**src/hw/rtl/ltcp_pkg.sv**
```systemverilog
// Package for the LRU tag cache policy block.
// Holds the request codes, the cell operations, the state type and the cell control struct.
// Used by ltcp_cell, lru_tag_cache_policy, ltcp_checker and the testbench.
`default_nettype none

package ltcp_pkg;

   // Fixed field widths of the item, result and capacity channels.
   localparam int TAG_W      = 31;
   localparam int CAP_W      = 5;
   localparam int RSP_SLOT_W = 4;
   localparam int OCC_W      = 5;

   // Capacity after reset.
   localparam logic [CAP_W-1:0] CAP_RESET = 5'd16;

   // Most evictions that one trim item performs.
   localparam int MAX_TRIM   = 16;
   localparam int TRIM_CNT_W = $clog2(MAX_TRIM);

   // Request codes carried on req_type.
   typedef enum logic [1:0] {
      REQ_ACCESS = 2'd0,
      REQ_CLEAR  = 2'd1,
      REQ_TRIM   = 2'd2,
      REQ_NOP    = 2'd3
   } ltcp_req_type;

   // Operation applied to the row of cells in one cycle.
   typedef enum logic [2:0] {
      OP_NONE,
      OP_HIT,
      OP_EVICT,
      OP_EVICT_INSERT,
      OP_INSERT
   } ltcp_op_type;

   // Control sequencer states.
   typedef enum logic {
      ST_IDLE,
      ST_EXEC
   } ltcp_state_type;

   // Control broadcast to every cell.
   typedef struct packed {
      logic              cmp_en;
      logic [TAG_W-1:0]  cmp_tag;
      ltcp_op_type       op;
      logic [TAG_W-1:0]  new_tag;
   } ltcp_ctl_type;

endpackage

`default_nettype wire

```
**src/hw/rtl/lru_tag_cache_policy.sv**
```systemverilog
// The result is registered: an item is compared against all tags in the cycle it is
// accepted, and the row of cells shifts and the result register loads in the next one.
// No new item is taken while busy; busy holds while an item is being executed.
// A trim gives one result per eviction, with rsp_last on the final one; busy holds meanwhile.
// Results cannot be stalled by the receiver. Synchronous reset empties the store,
// clears the slot map and sets capacity to 16; there is no clearing pass.
`default_nettype none

module lru_tag_cache_policy
   import ltcp_pkg::*;
#(
   parameter int ENTRIES = 16
) (
   input  wire logic              clock,
   input  wire logic              reset,
   // Item channel
   input  wire logic              start,
   output logic                   busy,
   input  wire logic [1:0]        req_type,
   input  wire logic [TAG_W-1:0]  req_item_index,
   input  wire logic              req_fill_ok,
   // Result channel
   output logic                   rsp_valid,
   output logic                   rsp_hit,
   output logic                   rsp_inserted,
   output logic                   rsp_evicted_valid,
   output logic [TAG_W-1:0]       rsp_evicted_index,
   output logic [RSP_SLOT_W-1:0]  rsp_slot,
   output logic [OCC_W-1:0]       rsp_occupancy,
   output logic                   rsp_last,
   // Capacity register write channel
   input  wire logic              csr_valid,
   output logic                   csr_ready,
   input  wire logic [CAP_W-1:0]  csr_wdata
);

   localparam int CW   = $clog2(ENTRIES + 1);
   localparam int SW   = $clog2(ENTRIES);
   localparam int CMPW = (CW > CAP_W) ? CW : CAP_W;

   ltcp_state_type            state_ff, state_in;
   logic [CW-1:0]             count_ff, count_in;
   logic [ENTRIES-1:0]        used_ff, used_in;
   logic [CAP_W-1:0]          cap_ff;
   ltcp_req_type              type_ff;
   logic [TAG_W-1:0]          tag_ff;
   logic                      fill_ff;
   logic [TRIM_CNT_W-1:0]     trim_n_ff, trim_n_in;

   logic                      rsp_valid_ff, rsp_valid_in;
   logic                      rsp_hit_ff, rsp_hit_in;
   logic                      rsp_ins_ff, rsp_ins_in;
   logic                      rsp_ev_ff, rsp_ev_in;
   logic [TAG_W-1:0]          rsp_evidx_ff, rsp_evidx_in;
   logic [SW-1:0]             rsp_slot_ff, rsp_slot_in;
   logic [OCC_W-1:0]          rsp_occ_ff, rsp_occ_in;
   logic                      rsp_last_ff, rsp_last_in;

   ltcp_ctl_type              ctl;
   logic [SW-1:0]             new_slot;
   logic [CW-1:0]             eff_cap;
   logic [SW-1:0]             free_slot;
   logic                      accept;

   logic [TAG_W-1:0]          cell_tag [ENTRIES];
   logic [SW-1:0]             cell_slot [ENTRIES];
   logic                      seen_chain [ENTRIES+1];
   logic [SW-1:0]             slot_chain [ENTRIES+1];

   assign busy      = (state_ff == ST_EXEC);
   assign csr_ready = !busy;
   assign accept    = start && !busy;

   // Capacity clamped to the range one to ENTRIES.
   always_comb begin
      if (cap_ff == '0) begin
         eff_cap = CW'(1);
      end else if (CMPW'(cap_ff) > CMPW'(ENTRIES)) begin
         eff_cap = CW'(ENTRIES);
      end else begin
         eff_cap = CW'(cap_ff);
      end
   end

   // Lowest free data slot.
   always_comb begin
      free_slot = '0;
      for (int i = ENTRIES - 1; i >= 0; i--) begin
         if (!used_ff[i]) begin
            free_slot = SW'(i);
         end
      end
   end

   // Row of cells, oldest entry at position zero.
   assign seen_chain[0] = 1'b0;
   assign slot_chain[0] = '0;

   for (genvar g = 0; g < ENTRIES; g++) begin : g_cell
      logic [TAG_W-1:0] up_tag;
      logic [SW-1:0]    up_slot;
      if (g == ENTRIES - 1) begin : g_top
         assign up_tag  = '0;
         assign up_slot = '0;
      end else begin : g_mid
         assign up_tag  = cell_tag[g+1];
         assign up_slot = cell_slot[g+1];
      end
      ltcp_cell #(
         .POS (g),
         .CW  (CW),
         .SW  (SW)
      ) u_cell (
         .clock       (clock),
         .ctl         (ctl),
         .count       (count_ff),
         .new_slot    (new_slot),
         .up_tag      (up_tag),
         .up_slot     (up_slot),
         .seen_in     (seen_chain[g]),
         .slot_or_in  (slot_chain[g]),
         .tag         (cell_tag[g]),
         .slot        (cell_slot[g]),
         .seen_out    (seen_chain[g+1]),
         .slot_or_out (slot_chain[g+1])
      );
   end

   // Sequencer: next state, cell operation and result fields.
   always_comb begin
      state_in     = state_ff;
      count_in     = count_ff;
      used_in      = used_ff;
      trim_n_in    = trim_n_ff;
      ctl.cmp_en   = 1'b0;
      ctl.cmp_tag  = req_item_index;
      ctl.op       = OP_NONE;
      ctl.new_tag  = tag_ff;
      new_slot     = '0;
      rsp_valid_in = 1'b0;
      rsp_hit_in   = 1'b0;
      rsp_ins_in   = 1'b0;
      rsp_ev_in    = 1'b0;
      rsp_evidx_in = '0;
      rsp_slot_in  = '0;
      rsp_last_in  = 1'b1;
      rsp_occ_in   = OCC_W'(count_ff);
      case (state_ff)
         ST_IDLE: begin
            if (start) begin
               ctl.cmp_en = 1'b1;
               trim_n_in  = '0;
               state_in   = ST_EXEC;
            end
         end
         ST_EXEC: begin
            rsp_valid_in = 1'b1;
            state_in     = ST_IDLE;
            case (type_ff)
               REQ_ACCESS: begin
                  if (seen_chain[ENTRIES]) begin
                     // Hit: move the entry to the most recent position.
                     ctl.op      = OP_HIT;
                     new_slot    = slot_chain[ENTRIES];
                     rsp_hit_in  = 1'b1;
                     rsp_slot_in = slot_chain[ENTRIES];
                  end else if (fill_ff && (count_ff >= eff_cap)) begin
                     // Full miss: the oldest entry gives up its slot to the new tag.
                     ctl.op       = OP_EVICT_INSERT;
                     new_slot     = cell_slot[0];
                     rsp_ins_in   = 1'b1;
                     rsp_ev_in    = 1'b1;
                     rsp_evidx_in = cell_tag[0];
                     rsp_slot_in  = cell_slot[0];
                  end else if (fill_ff) begin
                     // Miss with room: take the lowest free slot.
                     ctl.op             = OP_INSERT;
                     new_slot           = free_slot;
                     used_in[free_slot] = 1'b1;
                     count_in           = count_ff + CW'(1);
                     rsp_ins_in         = 1'b1;
                     rsp_slot_in        = free_slot;
                  end
               end
               REQ_CLEAR: begin
                  count_in = '0;
                  used_in  = '0;
               end
               REQ_TRIM: begin
                  if (count_ff > eff_cap) begin
                     // Evict the oldest entry; continue while above capacity, up to MAX_TRIM evictions.
                     ctl.op                = OP_EVICT;
                     used_in[cell_slot[0]] = 1'b0;
                     count_in              = count_ff - CW'(1);
                     trim_n_in             = trim_n_ff + TRIM_CNT_W'(1);
                     rsp_ev_in             = 1'b1;
                     rsp_evidx_in          = cell_tag[0];
                     rsp_slot_in           = cell_slot[0];
                     rsp_last_in           = (count_in <= eff_cap) ||
                                             (trim_n_ff == TRIM_CNT_W'(MAX_TRIM - 1));
                     if (!rsp_last_in) begin
                        state_in = ST_EXEC;
                     end
                  end
               end
               default: begin
               end
            endcase
            rsp_occ_in = OCC_W'(count_in);
         end
         default: begin
            state_in = ST_IDLE;
         end
      endcase
   end

   // Control registers.
   always_ff @(posedge clock) begin
      if (reset) begin
         state_ff     <= ST_IDLE;
         count_ff     <= '0;
         used_ff      <= '0;
         cap_ff       <= CAP_RESET;
         trim_n_ff    <= '0;
         rsp_valid_ff <= 1'b0;
      end else begin
         state_ff     <= state_in;
         count_ff     <= count_in;
         used_ff      <= used_in;
         trim_n_ff    <= trim_n_in;
         rsp_valid_ff <= rsp_valid_in;
         if (csr_valid && csr_ready) begin
            cap_ff <= csr_wdata;
         end
      end
   end

   // Item and result payload registers.
   always_ff @(posedge clock) begin
      if (accept) begin
         type_ff <= ltcp_req_type'(req_type);
         tag_ff  <= req_item_index;
         fill_ff <= req_fill_ok;
      end
      rsp_hit_ff   <= rsp_hit_in;
      rsp_ins_ff   <= rsp_ins_in;
      rsp_ev_ff    <= rsp_ev_in;
      rsp_evidx_ff <= rsp_evidx_in;
      rsp_slot_ff  <= rsp_slot_in;
      rsp_occ_ff   <= rsp_occ_in;
      rsp_last_ff  <= rsp_last_in;
   end

   assign rsp_valid         = rsp_valid_ff;
   assign rsp_hit           = rsp_hit_ff;
   assign rsp_inserted      = rsp_ins_ff;
   assign rsp_evicted_valid = rsp_ev_ff;
   assign rsp_evicted_index = rsp_evidx_ff;
   assign rsp_slot          = RSP_SLOT_W'(rsp_slot_ff);
   assign rsp_occupancy     = rsp_occ_ff;
   assign rsp_last          = rsp_last_ff;

endmodule

`default_nettype wire

```
**src/hw/rtl/ltcp_cell.sv**
```systemverilog
// One position of the recency row: holds a tag and its data slot.
// Compares its tag, takes its upper neighbour's entry on a shift or loads the new entry, and passes match chains on.
// Depends on ltcp_pkg.
`default_nettype none

module ltcp_cell
   import ltcp_pkg::*;
#(
   parameter int POS = 0,
   parameter int CW  = 5,
   parameter int SW  = 4
) (
   input  wire logic              clock,
   input  wire ltcp_ctl_type      ctl,
   input  wire logic [CW-1:0]     count,
   input  wire logic [SW-1:0]     new_slot,
   input  wire logic [TAG_W-1:0]  up_tag,
   input  wire logic [SW-1:0]     up_slot,
   input  wire logic              seen_in,
   input  wire logic [SW-1:0]     slot_or_in,
   output logic [TAG_W-1:0]       tag,
   output logic [SW-1:0]          slot,
   output logic                   seen_out,
   output logic [SW-1:0]          slot_or_out
);

   localparam logic [CW-1:0] MY_POS   = CW'(POS);
   localparam logic [CW-1:0] NEXT_POS = CW'(POS + 1);

   logic [TAG_W-1:0] tag_ff, tag_in;
   logic [SW-1:0]    slot_ff, slot_in;
   logic             match_ff, match_in;
   logic             occupied;
   logic             shift_en;
   logic             load_en;

   assign occupied = (MY_POS < count);

   // Match chains: a hit at or below this position, and the slot of the hit entry.
   assign seen_out    = seen_in | match_ff;
   assign slot_or_out = slot_or_in | (match_ff ? slot_ff : '0);

   // Decide whether this position shifts down, loads the new entry or holds.
   always_comb begin
      shift_en = 1'b0;
      load_en  = 1'b0;
      case (ctl.op)
         OP_HIT: begin
            shift_en = seen_out && (NEXT_POS < count);
            load_en  = (NEXT_POS == count);
         end
         OP_EVICT: begin
            shift_en = (NEXT_POS < count);
         end
         OP_EVICT_INSERT: begin
            shift_en = (NEXT_POS < count);
            load_en  = (NEXT_POS == count);
         end
         OP_INSERT: begin
            load_en  = (MY_POS == count);
         end
         default: begin
         end
      endcase
      tag_in  = tag_ff;
      slot_in = slot_ff;
      if (shift_en) begin
         tag_in  = up_tag;
         slot_in = up_slot;
      end else if (load_en) begin
         tag_in  = ctl.new_tag;
         slot_in = new_slot;
      end
      match_in = ctl.cmp_en ? (occupied && (tag_ff == ctl.cmp_tag)) : match_ff;
   end

   // Entry and match registers.
   always_ff @(posedge clock) begin
      tag_ff   <= tag_in;
      slot_ff  <= slot_in;
      match_ff <= match_in;
   end

   assign tag  = tag_ff;
   assign slot = slot_ff;

endmodule

`default_nettype wire

```
**config.mk**
```make
export PLATFORM = sky130hd
export DESIGN_NAME = lru_tag_cache_policy
export DESIGN_NICKNAME = d
export VERILOG_FILES = /design/src/hw/rtl/ltcp_pkg.sv /design/src/hw/rtl/lru_tag_cache_policy.sv /design/src/hw/rtl/ltcp_cell.sv
export SDC_FILE = /design/constraint.sdc
export NUM_CORES = 1
export LEC_CHECK = 0
export BUFFER_PORTS_ARGS = -buffer_cell sky130_fd_sc_hd__buf_2
export CORE_MARGIN = 1
export CORE_UTILIZATION = 40
export DETAILED_ROUTE_END_ITERATION = 16
export GPL_TIMING_DRIVEN = 0
export PLACE_DENSITY = 0.55
export SYNTH_ARGS = -nofsm -noshare
export SYNTH_HDL_FRONTEND = slang
export SYNTH_SLANG_ARGS = --single-unit
```
**constraint.sdc**
```tcl
create_clock -name clock -period 7.7 [get_ports clock]
set_clock_uncertainty 0.1 [all_clocks]
set_input_delay 0.77 -clock clock [delete_from_list [all_inputs] [get_ports clock]]
set_output_delay 0.77 -clock clock [all_outputs]
set_load 0.05 [all_outputs]
```
## After elaboration in Yosys (flattened, before gate mapping)

Cells that the tools add are included.

| word-level totals | value |
|---|---|
| flip-flop bits (word level) | 686 |
| latch bits | 0 |
| memory bits (writable) | 0 |
| bits in read-only memories | 0 |
| input bits | 43 |
| output and inout port bits | 47 |
| word-level logic and storage cells | 414 |
| memories kept | 0 |

| cells by class | value |
|---|---|
| add/sub/neg operators | 3 |
| multiply operators | 0 |
| div/mod/pow operators | 0 |
| magnitude comparators | 25 |
| equal/unequal tests | 46 |
| shift operators | 0 |
| multiplexer cells | 176 |
| bitwise operators | 35 |
| reductions and logical operators | 65 |

Operators with widths:

| operator | count |
|---|---|
| $mux 31 | 33 |
| $eq 31x31->1 | 16 |
| $mux 4 | 71 |
| $pmux 1 s2 | 34 |
| $mux 16 | 4 |
| $pmux 31 s2 | 1 |
| $or 4x4->4 | 15 |
| $pmux 16 s3 | 1 |
| $eq 4x5->1 const A | 8 |
| $lt 4x5->1 const A | 8 |
| $logic_and 1x1->1 | 37 |
| $mux 5 | 7 |
| $reduce_bool 2->1 | 15 |
| $eq 3x5->1 const A | 4 |
| $lt 3x5->1 const A | 4 |
| $and 16x16->16 | 1 |
| $not 16->16 | 1 |
| $or 16x16->16 | 1 |
| $pmux 4 s2 | 2 |
| $or 1x1->1 | 15 |
| $pmux 5 s3 | 1 |
| $mux 1 | 14 |
| $mux 3 | 4 |
| $eq 2x5->1 const A | 2 |
| 36 further kinds | 51 |

## Logic depth before layout (Yosys ltp)

Gate-level depths: netlist (run 1).

| depth | value |
|---|---|
| word-level depth | 25 |
| gate-level depth with buffers | 13 |
| mapped depth without buffers | 11 |

## By module

From an unflattened synthesis (run 1), not the netlist that was laid out.

| unflattened totals | value |
|---|---|
| cells, all modules | 2,523 |
| area total of the unflattened synthesis | 36,825.3 um2 |

By module, submodules not included:

| module | times used | cells an instance | area an instance (um2) |
|---|---|---|---|
| lru_tag_cache_policy | 1 | 439 | 4,709.5 |
| ltcp_cell at g_cell[15].u_cell | 1 | 129 | 2,098.3 |
| ltcp_cell at g_cell[8].u_cell | 1 | 131 | 2,097.0 |
| ltcp_cell at g_cell[14].u_cell | 1 | 129 | 2,095.8 |
| ltcp_cell at g_cell[7].u_cell | 1 | 131 | 2,083.2 |
| ltcp_cell at g_cell[1].u_cell | 1 | 130 | 2,072.0 |
| ltcp_cell at g_cell[0].u_cell | 1 | 130 | 2,067.0 |
| ltcp_cell at g_cell[9].u_cell | 1 | 131 | 1,975.6 |
| ltcp_cell at g_cell[13].u_cell | 1 | 130 | 1,966.9 |
| ltcp_cell at g_cell[4].u_cell | 1 | 133 | 1,966.9 |
| ltcp_cell at g_cell[11].u_cell | 1 | 130 | 1,963.1 |
| ltcp_cell at g_cell[10].u_cell | 1 | 130 | 1,960.6 |
| ltcp_cell at g_cell[5].u_cell | 1 | 131 | 1,960.6 |
| ltcp_cell at g_cell[12].u_cell | 1 | 131 | 1,955.6 |
| +3 rows | -- | -- | -- |

## Least setup slack after synthesis (run 1)

No wires, ideal clock.

| timing path | value |
|---|---|
| path type | register to register |
| start point | register g_cell[0].u_cell.match_ff |
| end point | register g_cell[6].u_cell.slot_ff[0], enable pin |
| library setup time | 476 ps |
| arrival | 5,105 ps |
| required time | 7,124 ps |
| setup slack | 2,019 ps |
| cell stages (with the launch flop) | 10 |
| buffers on the path | 2 |
| cell sequence | edfxtp_1 -> buf_6 -> or4_4 -> buf_6 -> or2_2 -> nor4_1 -> nand2_1 -> nor2_1 -> a22oi_1 -> o21ai_0 |

| between the ends | value |
|---|---|
| longest elaborated chain between the ends | 22 |

RTL lines:

| item | RTL line | text |
|---|---|---|
| from (decl) | ltcp_cell.sv:32 | `logic match_ff, match_in;` |
| from (signal assigned) | ltcp_cell.sv:81 | `match_ff <= match_in;` |
| $or 1x1->1 (*) (6 in a row) | ltcp_cell.sv:40 | `assign seen_out = seen_in \| match_ff;` |
| $or 1x1->1 (9 in a row) | ltcp_cell.sv:40 |  |
| $mux 3 | lru_tag_cache_policy.sv:161 | `if (seen_chain[ENTRIES]) begin` |
| $pmux 3 s2 | lru_tag_cache_policy.sv:159 | `case (type_ff)` |
| $mux 3 | lru_tag_cache_policy.sv:148 | `case (state_ff)` |
| $eq 3x1->1 or $eq 3x2->1 (tied branches) | ltcp_cell.sv:47 | `case (ctl.op)` |
| $reduce_or 2->1 (no source line) | -- |  |
| $pmux 1 s2 | ltcp_cell.sv:47 |  |
| $reduce_bool 2->1 (no source line) (*) | -- |  |
| to (signal assigned) | ltcp_cell.sv:80 | `slot_ff <= slot_in;` |
| to (decl) | ltcp_cell.sv:31 | `logic [SW-1:0] slot_ff, slot_in;` |

Mark *: on every way between the ends. The rest lies on a longest branch, timed or not.
A chain may end at the register's enable or synchronous reset.

## Worst setup path in the final report (run 1)

| timing path | value |
|---|---|
| start point | register count_ff[0] |
| end point | register g_cell[9].u_cell.tag_ff[11], enable pin |

| between the ends | value |
|---|---|
| longest elaborated chain between the ends | 10 |

RTL lines:

| item | RTL line | text |
|---|---|---|
| from (decl) | lru_tag_cache_policy.sv:42 | `logic [CW-1:0] count_ff, count_in;` |
| from (signal assigned) | lru_tag_cache_policy.sv:228 | `count_ff <= count_in;` |
| $ge 5x5->1 | lru_tag_cache_policy.sv:167 | `end else if (fill_ff && (count_ff >= eff_cap)) begin` |
| $logic_and 1x1->1 | lru_tag_cache_policy.sv:167 |  |
| $mux 3 | lru_tag_cache_policy.sv:167 |  |
| $mux 3 | lru_tag_cache_policy.sv:161 |  |
| $pmux 3 s2 | lru_tag_cache_policy.sv:159 |  |
| $mux 3 | lru_tag_cache_policy.sv:148 |  |
| $eq 3x1->1 or $eq 3x2->1 (tied branches) | ltcp_cell.sv:47 |  |
| $reduce_or 2->1 (no source line) | -- |  |
| $pmux 1 s2 | ltcp_cell.sv:47 |  |
| $reduce_bool 2->1 (no source line) (*) | -- |  |
| to (signal assigned) | ltcp_cell.sv:79 | `tag_ff <= tag_in;` |
| to (decl) | ltcp_cell.sv:30 | `logic [TAG_W-1:0] tag_ff, tag_in;` |

Marked as above.

==> impl_results.md, run 1 <==
* Synth top area share at 0.4876
* Largest net degree at the start of global routing at 36
* Total vias in the final route at between 20000 and 25000
* Failing checks: capacitance limit, slew limit
* Slowest CP cell: a311oi_4
* Lkg Pwr at around 0.014 uW
* Initial DRC count at roughly 3500
* Kind of cell adding the most delay to the critical path: compound AO/OA/AOI/OAI gates
* # IOs at 90
* Critical Path Most Common Cell: buf_12
* Crit-path max cell delay at roughly 1100 ps
* Clk_lat worst skew at 680 ps
* RSZ-0062 raised after global routing: no
* Slew HR at -0.1023
* Tcrit/Tclk final at 0.7302
* Grt ovf at 0
* Post-DP HPWL at 124.7 mm
* WP data required at between 7000 and 8000 ps
* Synth Register Bits at around 690
* Initial Util at 0.4057
* WL final at ~160 mm
* Post-Route Utilization at 0.4674
* Yosys warning count at 0
* Hold Path Sink: tag_ff[24]
* Placer congestion estimate at approximately 1.1
* Tot GR Track Use at 0.3600
* Reg2reg end: g_cell[9].u_cell.tag[11]
* Port-buffer cells at 89
* DRC Markers at 0
* Synth top area cells: edfxtp_1 49%, mux2_2 14%, xor2_1 9.6%, dfxtp_1 6.3%, xnor2_1 2.8%
* PostCTS Resize Cnt at 0
* Top cells by count, synth: 575 x edfxtp_1, 446 x mux2_2, 389 x xor2_1, 126 x nand2_1, 116 x clkbuf_1
* Reg2reg start: count_ff[0]
* Die height at 299.6 microns
* CP endpoint kind: register
* Synth unique cells at 75
* First-pass GRT wire length at approximately 220 mm
* Average wire per standard cell at about 40 microns
* Hold Path Class: in -> reg
* Final hold vios at 0
* Pre-CTS setup slack at ~1700 ps
* Mean Syn Cell Area at 13.41 sq um
* EDFF count, synth at approximately 580
* Sequential share of the synthesized area at 0.5503
* Setup ws final at around 2100 ps
* Routed Antenna Nets at 0
* CP Class: reg -> reg
* Root buffer cell: clkbuf_16
* Reg clk slew, reported paths at around 60 ps
* Die ar. at around 90000 sq um
* CP startpoint kind: register
* Worst Path Arrival at between 5000 and 6000 ps
* Worst Path Max Fanout at 18
* Max-slew violations at 5
* Power Dens Cells at around 210 nW/um^2
* Top_reg_cell synth: edfxtp_1
* Vias per cell at approximately 6.1
* Cell Area, Placed at approximately 38000 sq um
* Hold wc startpoint: req_item_index[24]
* TritonCTS clock tree: built
* VDD IR-drop max at 0.2108 mV
* Layout cells sized above 1 at 0.2913
* Max Buffers Root-to-Sink at 3
* Design area at ~40000 sq um
* Worst Hold Depth at 1
* H-Tree Level Count at 3
* Mapped Nets at between 2000 and 3000
* Worst reg2reg path depth at 11
* Core region area at between 80000 and 90000 sq um
* Register-to-Register Setup Slack at 2080 ps
* DRT Pass-1 Iters at 8
* Final nets at between 2000 and 3000
* Num CTS Buffers at between 80 and 90
* Max-Cap Viols at 3
* Total power at around 8700 uW
* CP bufs+invs at 4
* Row cnt at 108
* Worst path cell trace: inv_1 -> ha_1 -> nand4_1 -> o21ai_0 -> a2111oi_2 -> nor2_1 -> a311oi_4 -> buf_6 -> o21bai_4 -> buf_12 -> buf_12
* Most common cell in the synthesized netlist: edfxtp_1
* Initial antenna violation count at 13
* Count of final setup violators at 0
* Async set or reset register ratio after synthesis at 0
* Vias in the first global route at 23900
* Status: finished with violations
* Gate Count Post-Synth at 2641
* F_max at approximately 180 MHz
* Chip Width at roughly 300 microns
* Dominant cell type by area after synthesis: edfxtp_1
* Netlist Area Pre-Place at between 30000 and 40000 sq um
* Crit path time final at 5623 ps
* Setup Fix Bufs, Post-CTS at 0
* Slew @ Worst Pin at around 1600 ps
* Clock sinks at a little under 700
* Post-CTS Hold Buffers at 0
* Layout overhead on the synthesized area at 15.20%
report_power, final:
| part | switching (uW) | internal [uW] | leakage [uW] |
|---|---|---|---|
| clock network | 1650 | 2250 | 0.00130 |
| logic | 451 | 220 | 0.00664 |
| registers | 45.5 | 4050 | 0.00612 |
| total | 2150 | 6510 | 0.0141 |
layout make-up:
class | instances | area [sq um]
Antenna cell | 4 | 10.01
Buffer | 186 | 853.3
Clock buffer | 106 | 2275
Clock inverter | 43 | 350.3
Fill cell | 7935 | 46500
Inverter | 23 | 88.84
Multi-Input combinational cell | 1746 | 15160
Sequential cell | 686 | 19490
Tap cell | 1155 | 1445
Timing Repair Buffer | 121 | 1131
cells in the final DEF, fill, tap and decap left out, drive strengths merged, types with 5 or more instances in the layout:
cell | synthesis | layout
edfxtp | 575 | 575
mux2 | 526 | 526
xor2 | 389 | 389
clkbuf | 116 | 222
buf | 70 | 191
nand2 | 128 | 128
xnor2 | 113 | 113
dfxtp | 111 | 111
nor4 | 110 | 110
nand4 | 60 | 60
a21oi | 60 | 60
nor2 | 47 | 47
nor2b | 41 | 41
o21ai | 35 | 35
clkinv | 0 | 34
nor3 | 30 | 30
inv | 23 | 25
nand3 | 19 | 19
ha | 19 | 19
a221oi | 17 | 17
a22o | 14 | 14
a211oi | 13 | 13
a22oi | 10 | 10
o211ai | 10 | 10
nand2b | 8 | 8
mux2i | 7 | 7
and3 | 7 | 7
a31oi | 7 | 7
o21bai | 6 | 6
bufinv | 0 | 5
o311ai | 5 | 5
routing by layer:
metal	part of all wire	wire [microns]	track usage
met5	0.00069	112	0
met3	0.088	14340	0.06965
met1	0.41	66540	0.4835
met2	0.45	74000	0.5601
met4	0.050	8182	0.1684
cells by family (layout without fill, tap and decap cells):
kind of cell | count (synthesis) | after routing | share of synthesized area
flops | 686 | 686 | 0.5503
other cells | 0 | 4 | 0
xor+xnor | 502 | 502 | 0.1242
compound gates | 220 | 220 | 0.04582
fa+ha+maj | 19 | 19 | 0.006713
buf+inv | 209 | 479 | 0.02653
simple gates | 472 | 472 | 0.07109
mux | 533 | 533 | 0.1754
flip-flops by register name, indices dropped and copies added, names as in the netlist, 2 cells and up:
| signal | cells |
|---|---|
| g_cell.u_cell.slot | 64 |
| g_cell.u_cell.tag | 496 |
| used_ff | 16 |
| rsp_slot | 4 |
| trim_n_ff | 4 |
| cap_ff | 5 |
| count_ff | 5 |
| type_ff | 2 |
| tag_ff | 31 |
| rsp_occupancy | 5 |
| g_cell.u_cell.match_ff | 16 |
| rsp_evicted_index | 31 |
how the worst max path moves through the flow:
| stage | startpoint | endpoint | cells past startpoint | slack [ps] |
|---|---|---|---|---|
| finish | count_ff[0] | g_cell[9].u_cell.tag[11] | 11 | 2080 |
| global route | count_ff[0] | g_cell[8].u_cell.tag[22] | 11 | 2050 |
| CTS | count_ff[0] | g_cell[9].u_cell.tag[11] | 11 | 1660 |
| detailed placement | count_ff[0] | g_cell[8].u_cell.tag[20] | 11 | 1710 |
| global placement | g_cell[0].u_cell.match_ff | g_cell[6].u_cell.tag[20] | 9 | -3820 |
| floorplan | g_cell[0].u_cell.match_ff | g_cell[6].u_cell.slot[0] | 9 | 2020 |
stage by stage:
step | setup TNS (ps) | hold slack [ps] | cells
2_1_floorplan | 0 | 340.4 | 2641
3_3_place_gp | -714880 | 359.8 | 3885
3_5_place_dp | 0 | 371.2 | 3917
4_1_cts | 0 | 160.4 | 4066
5_1_grt | 0 | 186.3 | 4066
6_report | 0 | 189.2 | 4070
worst reg2reg max path: cells and delay by family, from the launching register on:
family | cells | cell delay (ps)
buffers and inverters | 4 | 1140
adders and majority gates | 1 | 400
and+or+nand+nor | 2 | 640
AOI/OAI and AO/OA | 4 | 2430
DFF | 1 | 580
No activity file was read; power rests on OpenSTA's default activity.
==> inputs of run 2 (changes only) <==
- clock period: 7.7 -> 5.8 ns (I/O delays scaled with it)
==> run 2 against run 1 <==
Against the previous run: the flow still finishes with violations (capacitance limit, slew limit); global-route usage hardly changed; sequential power grew 33%; maximum frequency increased by 0.31%; register-to-register slack got worse by 1900 ps; power up 33%; final cell count is 0.74% higher; clock power up 33%.
==> impl_results.md, run 2 (synthesis results as in run 1) <==
* Initial antenna violation count at 13 (unchanged)
* Port-buffer cells at 89 (unchanged)
* Hold Path Sink: tag_ff[26]
* Worst path cell trace: inv_1 -> ha_1 -> nand4_1 -> o21ai_0 -> a2111oi_2 -> nor2_1 -> a311oi_4 -> buf_6 -> o21bai_4 -> buf_12 -> buf_12
* Total vias in the final route at 25140 (+1.1%)
* First-pass GRT wire length at 216.1 mm (+0.18%)
* WP data required at 6050 ps (-1900 ps)
* Crit-path max cell delay at 1170 ps (+50 ps)
* Average wire per standard cell at 39.82 microns (-0.69%)
* Worst Hold Depth at 1 (unchanged)
* Reg2reg end: g_cell[9].u_cell.tag[20]
* Initial DRC count at 3381 (-2.3%)
* Num CTS Buffers at 81 (unchanged)
* Cell Area, Placed at 38160 sq um (unchanged)
* DRC Markers at 0 (unchanged)
* CP endpoint kind: register
* VDD IR-drop max at 0.2802 mV (+33%)
* Design area at 41080 sq um (+0.70%)
* Worst Path Arrival at 5860 ps (about the same)
* CP startpoint kind: register
* Register-to-Register Setup Slack at 190 ps (-1880 ps)
* Core region area at 87290 sq um (unchanged)
* Max-slew violations at 5 (unchanged)
* Grt ovf at 0 (unchanged)
* Initial Util at 0.4057 (unchanged)
* TritonCTS clock tree: built
* WL final at 163.2 mm (about the same)
* Lkg Pwr at 0.01418 uW (+0.83%)
* Max Buffers Root-to-Sink at 3 (unchanged)
* Final hold vios at 0 (unchanged)
* Placer congestion estimate at 1.052 (unchanged)
* Vias per cell at 6.131 (+0.33%)
* RSZ-0062 raised after global routing: no
* Critical Path Most Common Cell: buf_12
* Most frequent cells in the layout: 575 x edfxtp_1, 446 x mux2_2, 389 x xor2_1
* Hold Path Class: in -> reg
* Row cnt at 108 (unchanged)
* Setup_tns at 0 ps (unchanged)
* Count of final setup violators at 0 (unchanged)
* Tot GR Track Use at 0.3604 (+0.0004734)
* Largest register FFs at 496 (unchanged)
* Vias in the first global route at 24020 (+0.49%)
* Hold wc startpoint: req_item_index[26]
* Layout cells sized above 1 at 0.2885 (-0.002775)
* # IOs at 90 (unchanged)
* Largest net degree at the start of global routing at 36 (unchanged)
* Die height at 299.6 microns (unchanged)
* Power Dens Cells at 280.4 nW/um^2 (+32%)
* Slew @ Worst Pin at 1619 ps (-19.23 ps)
* CP Class: reg -> reg
* Root buffer cell: clkbuf_16
* Slowest CP cell: a311oi_4
* Max-Cap Viols at 2 (-1)
* Worst Path Max Fanout at 18 (unchanged)
* Leading cell type in the layout, fill and taps excluded: edfxtp_1
* F_max at 178.4 MHz (+0.31%)
* Failing checks: capacitance limit, slew limit
* H-Tree Level Count at 3 (unchanged)
* Crit path time final at 5606 ps (-17.39 ps)
* Status: finished with violations
* Reg2reg start: count_ff[0]
* Routed Antenna Nets at 0 (unchanged)
* Setup Fix Bufs, Post-CTS at 0 (unchanged)
* Clock sinks at 686 (unchanged)
* Clk_lat worst skew at 680 ps (about the same)
* Chip Width at 299.6 microns (unchanged)
* Reg clk slew, reported paths at 60 ps (about the same)
* Worst reg2reg path depth at 11 (unchanged)
* Final nets at 2935 (+0.96%)
* Slew HR at -0.08935 (+0.01294)
* DRT Pass-1 Iters at 6 (-2)
* Post-DP HPWL at 124.7 mm (unchanged)
* Layout overhead on the synthesized area at 16.01%
* Tcrit/Tclk final at 0.9665 (+0.2362)
* Die ar. at 89730 sq um (unchanged)
[run 2: what timing repair did]
| item | CTS | global route |
|---|---|---|
| resized for setup | 1 | 0 |
| endpoints found under the setup margin | 67 | 0 |
| hold buffers | 28 | 0 |
| hold endpoints to repair | 28 | 0 |
[run 2: through the flow]
| stage | setup WS (ps) | utilization | std cells | total power [uW] | hold WS [ps] |
|---|---|---|---|---|---|
| floorplan | 118.9 | - | 2641 | 5991 | 340.4 |
| global placement | -5724 | 0.4273 | 3885 | 6385 | 359.8 |
| detailed placement | -187.2 | 0.4371 | 3917 | 6393 | 371.2 |
| CTS | 273.9 | 0.4705 | 4094 | 11520 | 0.3250 |
| global route | 136.2 | 0.4705 | 4094 | 11710 | 24.00 |
| finish | 194.5 | 0.4706 | 4100 | 11520 | 20.99 |
[run 2: report_power, final]
part	switching [uW]	total [uW]	internal [uW]
sequential	60.0	5430	5370
clock	2200	5180	2980
combinational	602	906	304
total	2860	11500	8660
[run 2: final cells by class]
class	count	area, sq um
sequential	686	19490
clock inverter	43	350.3
multi-input combinational	1746	15160
timing repair buffer	149	1411
antenna	6	15.01
inverter	23	88.84
tap	1155	1445
clock buffer	106	2275
fill	7916	46210
buffer	186	853.3
[run 2: routing by layer]
| layer | GRT usage | part of all wire | vias up |
|---|---|---|---|
| li1 | - | - | 10280 |
| met1 | 0.4841 | 0.41 | 13050 |
| met2 | 0.5609 | 0.45 | 1468 |
| met3 | 0.06994 | 0.089 | 333 |
| met4 | 0.1682 | 0.052 | 12 |
| met5 | 0 | 0.00047 | - |
[run 2: worst max-delay path: cells and delay by family, from the launching register on]
kind	cells	cell delay [ps]
AO/OA/AOI/OAI	4	2460
AND/OR/NAND/NOR	2	620
flip-flops	1	560
buffers and inverters	4	1100
adder cells (fa/ha/maj)	1	400
[run 2: worst max-delay path by stage]
| stage | startpoint | endpoint | depth (start not counted) | slack, ps |
|---|---|---|---|---|
| 2_1_floorplan | g_cell[0].u_cell.match_ff | g_cell[6].u_cell.slot[0] | 9 | 120 |
| 3_3_place_gp | g_cell[0].u_cell.match_ff | g_cell[6].u_cell.tag[20] | 9 | -5720 |
| 3_5_place_dp | count_ff[0] | g_cell[8].u_cell.tag[20] | 11 | -190 |
| 4_1_cts | count_ff[0] | g_cell[9].u_cell.tag[11] | 11 | 270 |
| 5_1_grt | count_ff[0] | g_cell[9].u_cell.tag[11] | 11 | 140 |
| 6_report | count_ff[0] | g_cell[9].u_cell.tag[20] | 11 | 190 |
